$ cat config.mk
export PLATFORM = sky130hd
export DESIGN_NAME = pfb_merge
export DESIGN_NICKNAME = d
export VERILOG_FILES = /design/src/rtl/page_framebuffer_glyph_and_bar_plotter_unit_assert.svh /design/src/rtl/pfb_pkg.sv /design/src/rtl/pfb_merge.sv
export SDC_FILE = /design/constraint.sdc
export NUM_CORES = 1
export LEC_CHECK = 0
export CAP_MARGIN = 20
export CORE_AREA = 2 2 39 41
export DETAILED_ROUTE_END_ITERATION = 12
export DIE_AREA = 0 0 41 43
export DONT_BUFFER_PORTS = 1
export SLEW_MARGIN = 20
export SYNTH_ARGS = -nofsm -noshare
export SYNTH_HDL_FRONTEND = slang
export SYNTH_SLANG_ARGS = --single-unit
$ cat constraint.sdc
create_clock -name vclk -period 2.69
set_input_delay 0.538 -clock vclk [all_inputs]
set_output_delay 0.538 -clock vclk [all_outputs]
set_load 0.05 [all_outputs]
$ cat src/rtl/page_framebuffer_glyph_and_bar_plotter_unit_assert.svh
// Assertion macros for the page frame store plotter.
// Used by the top level; expects clk and arst_n in scope.
`ifndef PAGE_FRAMEBUFFER_GLYPH_AND_BAR_PLOTTER_UNIT_ASSERT_SVH
`define PAGE_FRAMEBUFFER_GLYPH_AND_BAR_PLOTTER_UNIT_ASSERT_SVH

// Consequent must hold in the same cycle as the antecedent
`define PFB_ASSERT_SAME(label, ante, cons, msg) \
	label: assert property (@(posedge clk) disable iff (!arst_n) (ante) |-> (cons)) \
		else $error(msg);

// Consequent must hold in the cycle after the antecedent
`define PFB_ASSERT_NEXT(label, ante, cons, msg) \
	label: assert property (@(posedge clk) disable iff (!arst_n) (ante) |=> (cons)) \
		else $error(msg);

`endif

$ cat src/rtl/pfb_pkg.sv
// Shared types, constants and the 5x7 font table for the page frame store plotter.
// No dependencies.
package pfb_pkg;

	// Default geometry
	localparam int SCREEN_WIDTH_DEF  = 128;
	localparam int SCREEN_HEIGHT_DEF = 64;

	// Drawing constants
	localparam logic [7:0] GLYPH_FIRST  = 8'h20;
	localparam logic [7:0] GLYPH_LAST   = 8'h5F;
	localparam logic [7:0] GLYPH_COLS   = 8'd5;
	localparam logic [6:0] BAR_FILL     = 7'h7F;
	localparam logic [6:0] BAR_OUTLINE  = 7'h41;
	localparam logic [6:0] BAR_FULL_PCT = 7'd100;

	typedef enum logic [1:0] {
		OP_CLEAR = 2'd0,
		OP_GLYPH = 2'd1,
		OP_BAR   = 2'd2,
		OP_READ  = 2'd3
	} pfb_op_t;

	// Request to the byte merge unit
	typedef struct packed {
		logic [6:0] pattern;
		logic [2:0] shift;
		logic       upper;
		logic [5:0] page;
	} pfb_merge_req_t;

	// Font: one entry per code 0x20..0x5F, column 0 in the top byte
	localparam logic [39:0] FONT_ROM [64] = '{
		40'h00_00_00_00_00, 40'h00_00_5F_00_00, 40'h00_07_00_07_00, 40'h14_7F_14_7F_14,
		40'h24_2A_7F_2A_12, 40'h23_13_08_64_62, 40'h36_49_55_22_50, 40'h00_05_03_00_00,
		40'h00_1C_22_41_00, 40'h00_41_22_1C_00, 40'h08_2A_1C_2A_08, 40'h08_08_3E_08_08,
		40'h00_50_30_00_00, 40'h08_08_08_08_08, 40'h00_60_60_00_00, 40'h20_10_08_04_02,
		40'h3E_51_49_45_3E, 40'h00_42_7F_40_00, 40'h42_61_51_49_46, 40'h21_41_45_4B_31,
		40'h18_14_12_7F_10, 40'h27_45_45_45_39, 40'h3C_4A_49_49_30, 40'h01_71_09_05_03,
		40'h36_49_49_49_36, 40'h06_49_49_29_1E, 40'h00_36_36_00_00, 40'h00_56_36_00_00,
		40'h00_08_14_22_41, 40'h14_14_14_14_14, 40'h41_22_14_08_00, 40'h02_01_51_09_06,
		40'h32_49_79_41_3E, 40'h7E_11_11_11_7E, 40'h7F_49_49_49_36, 40'h3E_41_41_41_22,
		40'h7F_41_41_22_1C, 40'h7F_49_49_49_41, 40'h7F_09_09_01_01, 40'h3E_41_41_51_32,
		40'h7F_08_08_08_7F, 40'h00_41_7F_41_00, 40'h20_40_41_3F_01, 40'h7F_08_14_22_41,
		40'h7F_40_40_40_40, 40'h7F_02_04_02_7F, 40'h7F_04_08_10_7F, 40'h3E_41_41_41_3E,
		40'h7F_09_09_09_06, 40'h3E_41_51_21_5E, 40'h7F_09_19_29_46, 40'h46_49_49_49_31,
		40'h01_01_7F_01_01, 40'h3F_40_40_40_3F, 40'h1F_20_40_20_1F, 40'h7F_20_18_20_7F,
		40'h63_14_08_14_63, 40'h03_04_78_04_03, 40'h61_51_49_45_43, 40'h00_00_00_00_00,
		40'h02_04_08_10_20, 40'h00_00_00_00_00, 40'h00_02_01_02_00, 40'h40_40_40_40_40
	};

	// One 7-row column of a glyph
	function automatic logic [6:0] font_column(input logic [5:0] idx, input logic [2:0] col);
		logic [39:0] entry;
		entry = FONT_ROM[idx];
		case (col)
			3'd0:    return entry[38:32];
			3'd1:    return entry[30:24];
			3'd2:    return entry[22:16];
			3'd3:    return entry[14:8];
			3'd4:    return entry[6:0];
			default: return 7'd0;
		endcase
	endfunction

endpackage

$ cat src/rtl/pfb_merge.sv
// Byte merge unit: shifts a 7-row column into one page byte, clips rows, ORs it in.
// Depends on pfb_pkg.
module pfb_merge import pfb_pkg::*; #(
	parameter int SCREEN_HEIGHT = SCREEN_HEIGHT_DEF
) (
	input  pfb_merge_req_t req,
	input  logic [7:0]     old_byte,
	output logic [7:0]     new_byte
);

	logic [14:0] wide;
	logic [7:0]  part;
	logic [7:0]  row_mask;

	// Place the pattern at its row offset and pick the page half
	always_comb begin
		wide = 15'(req.pattern) << req.shift;
		part = req.upper ? {1'b0, wide[14:8]} : wide[7:0];
	end

	// Drop rows below the bottom of the screen
	always_comb begin
		for (int n = 0; n < 8; n++) begin
			row_mask[n] = (int'({req.page, 3'(n)}) < SCREEN_HEIGHT);
		end
	end

	assign new_byte = old_byte | (part & row_mask);

endmodule

==> results.toml, run 1 <==
[critical_path]
arrival_ps = 1740
crit_chain = "or3_4 > nor2_1 > a221o_1"
critPathKind = "primary input to output port"
path_buf_inv = 0
startpoint = "req[4]"
start_kind = "primary input"
cp_top_family = "simple AND/OR/NAND/NOR gates"
slowest_delay_ps = 520
path_max_fanout = 5
worst_ep_required_time_ps = 2150
path_depth = 3
crit_path_top_delay_cell = "a221o_1"
endpoint_kind = "output port"

[grt]
use_met2_pct = 15.0
overflow = 0
antenna_found_initial = 0
gr-usage-met3_pct = 0.524
grt_pass1_wl_um = 1210
grt_max_degree = 10
grt.busiest_layer = "met2"
grt_pass1_vias = 314
grt_use_met1_pct = 13.7
grt_usage_pct = 9.21

[placement]
port_buffers = 0
gp_congestion = 0.658
dp_hpwl_um = 764
dp.cells = 52

[finish]
n_clock_buffer = 0
utilization_pct = 23.5
synthToLayoutAreaGrowth_pct = 1.56
n_sequential_cell = 0
finalNonFillerCells = 52
antennaDiodeCount = 0
fillers = 154
drive_above_1_share_pct = 13.9
nets = 63
regArea_um2 = 0

[timing]
max_slew_margin_pct = 66.4
worst_pin_slew_ps = 504
finalCritPeriodShare_pct = 84.5
max_freq_ghz = 0.440
rsz0062_at_grt = "false"
finalSetupTns_ps = 0
fin_crit_ps = 2270
drv_slew = 0
hold_viol_final = 0
setup_viol = 0

[min_path]
hold_depth = 2
hp-start = "old_byte[1]"
hold_path_class = "primary input to output port"

[logic_synthesis]
syn_nets = 62
yosys_warnings = 0
syn-instance-count = 37
synth-seq-area-share_pct = 0
synth.avg_cell_area_um2 = 8.66
syn-cell-area_um2 = 320
yosysUniqueCellTypes = 15

[routing]
drc_errors = 0
vias = 305
wl_um = 830
drtPass1Iterations = 3
wl_per_cell_um = 16.0
ant_nets = 0
drt-initial-drc-count = 3
drt-vias-per-instance = 5.87

[die]
coreArea_mm2 = 0.00138
dieHeight_um = 43
dieArea_mm2 = 0.00176
die_x_um = 41
initial_core_util_pct = 23.1
row_count = 14
ios = 33

[power_and_ir_drop]
ir_drop_mv = 0.0738
leakage_uw = 0.000135
finalPower_uw = 64.7
power_density_mw_per_mm2 = 199

[clocking]
postCtsHoldBufs = 0
cts_resized = 0
post_cts_buffers = 0

[run]
maxCapViolCount = 0

[status]
status = "finished clean"
==> Yosys cell counts <==
master | count | area share (%)
a221o_1 | 8 | 25
buf_6 | 2 | 7.0
inv_1 | 2 | 2.3
mux2i_1 | 10 | 31
mux2i_2 | 1 | 4.3
nand2_1 | 3 | 3.5
nand3b_1 | 1 | 2.3
nor2_1 | 3 | 3.5
nor3_1 | 1 | 1.6
nor3_4 | 1 | 5.1
o21ai_0 | 1 | 1.6
o22ai_1 | 1 | 2.0
o32ai_2 | 1 | 5.1
or2_1 | 1 | 2.0
or3_4 | 1 | 3.5
==> final timing paths <==
kind                           to  slack [ps]
worst max-delay path  new_byte[0]         420
worst min-delay path  new_byte[1]        1350
==> logic make-up after synthesis <==
| group | Yosys count | synth area share (%) |
|---|---|---|
| AO/OA/AOI/OAI | 11 | 33.6 |
| buffers and inverters | 4 | 9.38 |
| multiplexers | 11 | 35.5 |
| AND/OR/NAND/NOR | 11 | 21.5 |
==> cell type report <==
| type | count | area, µm² | share of cell area [%] |
|---|---|---|---|
| Inverter | 2 | 7.51 | 2.31 |
| Multi-Input combinational cell | 33 | 290 | 89.2 |
| Timing Repair Buffer | 1 | 7.51 | 2.31 |
| Tap cell | 16 | 20.0 | 6.15 |
==> stage by stage <==
| step | worst slack, ps | cell area (µm²) | hold WS, ps |
|---|---|---|---|
| floorplan | 522 | 320 | 1470 |
| detailed placement | 396 | 325 | 1360 |
| global placement | 408 | 325 | 1360 |
| finish | 416 | 325 | 1350 |
| CTS | 395 | 325 | 1360 |
| global route | 338 | 325 | 1370 |
==> report_power, final <==
| part | switching, µW | internal (µW) | leakage, µW |
|---|---|---|---|
| Combinational | 43.8 | 20.9 | 0.000135 |
| Sequential | 0 | 0 | 0 |
| Clock | 0 | 0 | 0 |
==> placed cells by master (no fill, tap or decap) <==
| master | n |
|---|---|
| nor2_1 | 3 |
| or2_1 | 1 |
| nor3_4 | 1 |
| nor3_1 | 1 |
| o22ai_1 | 1 |
| o21ai_0 | 1 |
| nand2_1 | 3 |
| mux2i_1 | 10 |
| mux2i_2 | 1 |
| buf_4 | 1 |
| a221o_1 | 8 |
| inv_1 | 2 |
| o32ai_2 | 1 |
| or3_4 | 1 |
| nand3b_1 | 1 |
==> layer usage <==
layer / share of wire (%) / vias to the layer above
li1: - / 153
met1: 46 / 131
met2: 42 / 21
met3: 11 / 0
met4: 0 / 0
met5: 0 / -
Note: power is estimated with default switching activity, not from simulation.
==> run 2, diff against run 1 <==
--- a/config.mk
+++ b/config.mk
@@ -5,10 +5,11 @@
 export SDC_FILE = /design/constraint.sdc
 export NUM_CORES = 1
 export LEC_CHECK = 0
+export ABC_AREA = 1
 export CAP_MARGIN = 20
-export CORE_AREA = 2 2 39 41
+export CORE_MARGIN = 2
+export CORE_UTILIZATION = 30
 export DETAILED_ROUTE_END_ITERATION = 12
-export DIE_AREA = 0 0 41 43
 export DONT_BUFFER_PORTS = 1
 export SLEW_MARGIN = 20
 export SYNTH_ARGS = -nofsm -noshare
==> constraint.sdc (replaced) <==
create_clock -name vclk -period 2
set_input_delay 0.4 -clock vclk [all_inputs]
set_output_delay 0.4 -clock vclk [all_outputs]
set_load 0.05 [all_outputs]
==> run 2 against run 1 <==
Against the previous run:
- wire length rose by 53%
- worst setup slack got worse by 140 ps
- synthesized cell count rose to 2.6 times the previous value
- first-iteration DRC count rose to 5.7 times the previous value
- design area rose by 54%
- cell count rose by 130%
- global-route usage rose by 5.1 points
- utilization rose by 14 points
- die area rose by 1.8%
- sequential cell count did not move
- combinational power rose by 84%
- largest cell class unchanged
- largest power group unchanged
- highest routed layer unchanged
==> results.toml, run 2 <==
[clocking]
postCtsHoldBufs = 0
cts_resized = 0
post_cts_buffers = 0

[placement]
placed_area_um2 = 500
dp.cells = 117
port_buffers = 0
gp_congestion = 0.799
place_ws_ps = 309
dp_hpwl_um = 1050

[power_and_ir_drop]
leakage_uw = 0.000279
power_density_mw_per_mm2 = 238
ir_drop_mv = 0.0618

[logic_synthesis]
synth_common_cells = "nand2_1 (42), nand3_1 (13), inv_1 (12)"
syn-cell-area_um2 = 442
synth.avg_cell_area_um2 = 4.55
syn_nets = 122
yosys_warnings = 0
synth_top_area_share_pct = 35.7
syn-instance-count = 97
synth-seq-area-share_pct = 0
yosysMostFrequentCell = "nand2_1"
synthTopCellsByArea = "nand2_1 (36%), nand3_1 (15%), inv_1 (10%)"
yosysUniqueCellTypes = 14
netlist.top_cell.by_area = "nand2_1"

[critical_path]
slowest_delay_ps = 220
cp_top_family = "buffers and inverters"
crit_path_top_delay_cell = "buf_4"
worst_ep_required_time_ps = 1600
startpoint = "req[7]"
path_buf_inv = 2
start_kind = "primary input"
critPathKind = "primary input to output port"
endpoint_kind = "output port"
arrival_ps = 1320
crit_top_cell = "nand2_1"
path_depth = 8
crit_path_end = "new_byte[3]"
path_max_fanout = 11
crit_chain = "inv_1 > nand2_1 > nand2_1 > nand2_1 > o21ai_0 > nand3_1 > o211ai_1 > buf_4"

[timing]
fin_ws_ps = 278
rsz0062_at_grt = "false"
drv_slew = 0
finalCritPeriodShare_pct = 86.1
max_slew_margin_pct = 80.6
fin_crit_ps = 1720
setup_viol = 0
hold_viol_final = 0
finalSetupTns_ps = 0
max_freq_ghz = 0.581
worst_pin_slew_ps = 288

[status]
status = "finished clean"

[routing]
wl_um = 1270
drc_errors = 0
wl_per_cell_um = 10.9
drtPass1Iterations = 5
ant_nets = 0
drt-vias-per-instance = 5.33
drt-initial-drc-count = 17
vias = 624

[finish]
n_clock_buffer = 0
multi_input_area_um2 = 373
antennaDiodeCount = 0
utilization_pct = 37.5
regArea_um2 = 0
nets = 129
n_sequential_cell = 0
fillers = 150
drive_above_1_share_pct = 12.7
layout_commonest_cell = "nand2_1"
synthToLayoutAreaGrowth_pct = 13.3
final_cell_mix = "nand2_1 (41), nand3_1 (12), inv_1 (11)"
fin_area_um2 = 500
finalNonFillerCells = 117

[grt]
antenna_found_initial = 0
overflow = 0
grt_pass1_wl_um = 2150
grt_max_degree = 12
grt_pass1_vias = 534
grt_usage_pct = 14.3

[die]
coreArea_mm2 = 0.00133
dieHeight_um = 42.4
dieArea_mm2 = 0.00180
initial_core_util_pct = 33.1
die_x_um = 42.4
row_count = 13
ios = 33

[run]
maxCapViolCount = 0

[min_path]
hold_path_class = "primary input to output port"
## run 2: cell types whose count changed after synthesis, moves of 3 or more
cell	previous run	this run
o211ai_1	0	3
a221o_1	8	0
inv_1	2	12
nor2_1	3	9
nand2_1	3	42
o21ai_0	1	7
mux2i_1	10	0
nand3_1	0	13
## run 2: layer usage
layer / up-vias / global-route usage, % / wire (µm)
met5: - / 0 / 0
met4: 0 / 0 / 0
met3: 0 / 3.02 / 127
met2: 35 / 26.8 / 618
met1: 267 / 17.5 / 527
li1: 322 / - / -
## run 2: metrics by stage
step / hold WS, ps / total power, µW
final: 1050 / 119
after global routing: 1070 / 130
after floorplan: 1110 / 101
after CTS: 1050 / 119
after global placement: 1050 / 116
after detailed placement: 1050 / 118
## run 2: logic make-up after synthesis
logic type,share of synthesized area [%]
buf+inv,17.3
simple gates,67.4
compound gates,15.3
## run 2: power by group
group	total [µW]	internal [µW]	switching, µW
logic	119	36.1	82.8
clock network	0	0	0
registers	0	0	0
## run 2: how the worst min path moves through the flow
stage | end | slack [ps] | start | cells after the start
detailed placement | new_byte[2] | 1050 | old_byte[2] | 3
global placement | new_byte[2] | 1050 | old_byte[2] | 3
CTS | new_byte[2] | 1050 | old_byte[2] | 3
global route | new_byte[0] | 1070 | old_byte[0] | 3
finish | new_byte[4] | 1050 | old_byte[4] | 3
floorplan | new_byte[2] | 1110 | old_byte[2] | 2
## run 2: cell type report
type                       instances  share of cell area (%)
tap                               15                    3.75
timing repair buffer               8                    12.0
multi-input combinational         81                    74.5
inverter                          13                    9.75
## run 2: tightest hold or removal path, cell delays in order
cell	delay [ps]
inv_1	20
nand2_1	50
buf_4	180
==> run 3, diff against run 2 <==
==> constraint.sdc (replaced) <==
create_clock -name vclk -period 1.9
set_input_delay 0.38 -clock vclk [all_inputs]
set_output_delay 0.38 -clock vclk [all_outputs]
set_load 0.05 [all_outputs]
==> run 3 against run 2 <==
Against the previous run:
- combinational power rose by 7%
- non-clock buffer count did not move
- sequential share of layout area stayed put
- largest power group unchanged
==> results.toml, run 3 (same netlist as run 2, synthesis figures left out) <==
[critical_path]
endpoint_kind = "output port"
worst_ep_required_time_ps = 1520
start_kind = "primary input"
arrival_ps = 1300
path_max_fanout = 11
critPathKind = "primary input to output port"

[placement]
dp.cells = 117
dp_hpwl_um = 1100
port_buffers = 0
placed_area_um2 = 510
gp_congestion = 0.863

[timing]
max_slew_margin_pct = 84.1
rsz0062_at_grt = "false"
worst_pin_slew_ps = 236
fin_crit_ps = 1680
whs_ps = 1010
drv_slew = 0
finalCritPeriodShare_pct = 88.6
setup_viol = 0
max_freq_ghz = 0.594
hold_viol_final = 0

[grt]
antenna_found_initial = 0
grt_pass1_wl_um = 2300
grt_usage_pct = 15.3
grt_pass1_vias = 549
overflow = 0
grt_max_degree = 12

[die]
coreArea_mm2 = 0.00133
die_x_um = 42.4
dieHeight_um = 42.4
ios = 33
row_count = 13
initial_core_util_pct = 33.1
dieArea_mm2 = 0.00180

[status]
status = "finished clean"

[finish]
n_clock_buffer = 0
regArea_um2 = 0
synthToLayoutAreaGrowth_pct = 15.6
n_sequential_cell = 0
nets = 129
antennaDiodeCount = 0
fin_area_um2 = 510
finalNonFillerCells = 117
drive_above_1_share_pct = 14.7
utilization_pct = 38.3
layout_commonest_cell = "nand2_1"
final_cell_mix = "nand2_1 (40), nand3_1 (12), inv_1 (11)"

[run]
maxCapViolCount = 0

[clocking]
post_cts_buffers = 0
cts_resized = 0
postCtsHoldBufs = 0

[routing]
drt-vias-per-instance = 5.11
wl_per_cell_um = 11.2
drt-initial-drc-count = 27
vias = 598
drc_errors = 0
drtPass1Iterations = 4
ant_nets = 0
wl_um = 1310

[power_and_ir_drop]
power_density_mw_per_mm2 = 249
leakage_uw = 0.000280
ir_drop_mv = 0.0696
finalPower_uw = 127

[min_path]
hold_path_class = "primary input to output port"
run 3: area by class of cell:
cell class	instances	area (µm²)
fillers	160	823
inverters	13	48.8
multi-input cells	81	383
well taps	15	18.8
repair buffers	8	60.1
run 3: worst paths after layout:
kind	to	slack [ps]	start	cells past startpoint
worst max-delay path	new_byte[4]	220	req[8]	8
worst min-delay path	new_byte[5]	1010	old_byte[5]	3
run 3: per-layer routing:
metal  vias up  share of wire (%)  track usage (%)
met2        15                 53             29.8
met5         -                  0                0
li1        321                  -                -
met3         0                4.3             1.29
met1       262                 43             18.5
met4         0                  0             1.25
run 3: critical path: stages:
cell and delay, ps:
inv_1 170, nand3_1 160, a21oi_1 170, nand2_1 70
nand2_1 60, nand2_1 40, nand2_1 50, buf_4 190
run 3: stage by stage:
step	setup slack, ps	TNS, ps
final	216	0
after CTS	231	0
after global routing	124	0
after global placement	285	0
after floorplan	-2.16	-2.16
after detailed placement	233	0
run 3: power by group:
| group | internal, µW | total, µW | switching (µW) |
|---|---|---|---|
| Clock | 0 | 0 | 0 |
| Combinational | 39.1 | 127 | 87.9 |
| Sequential | 0 | 0 | 0 |
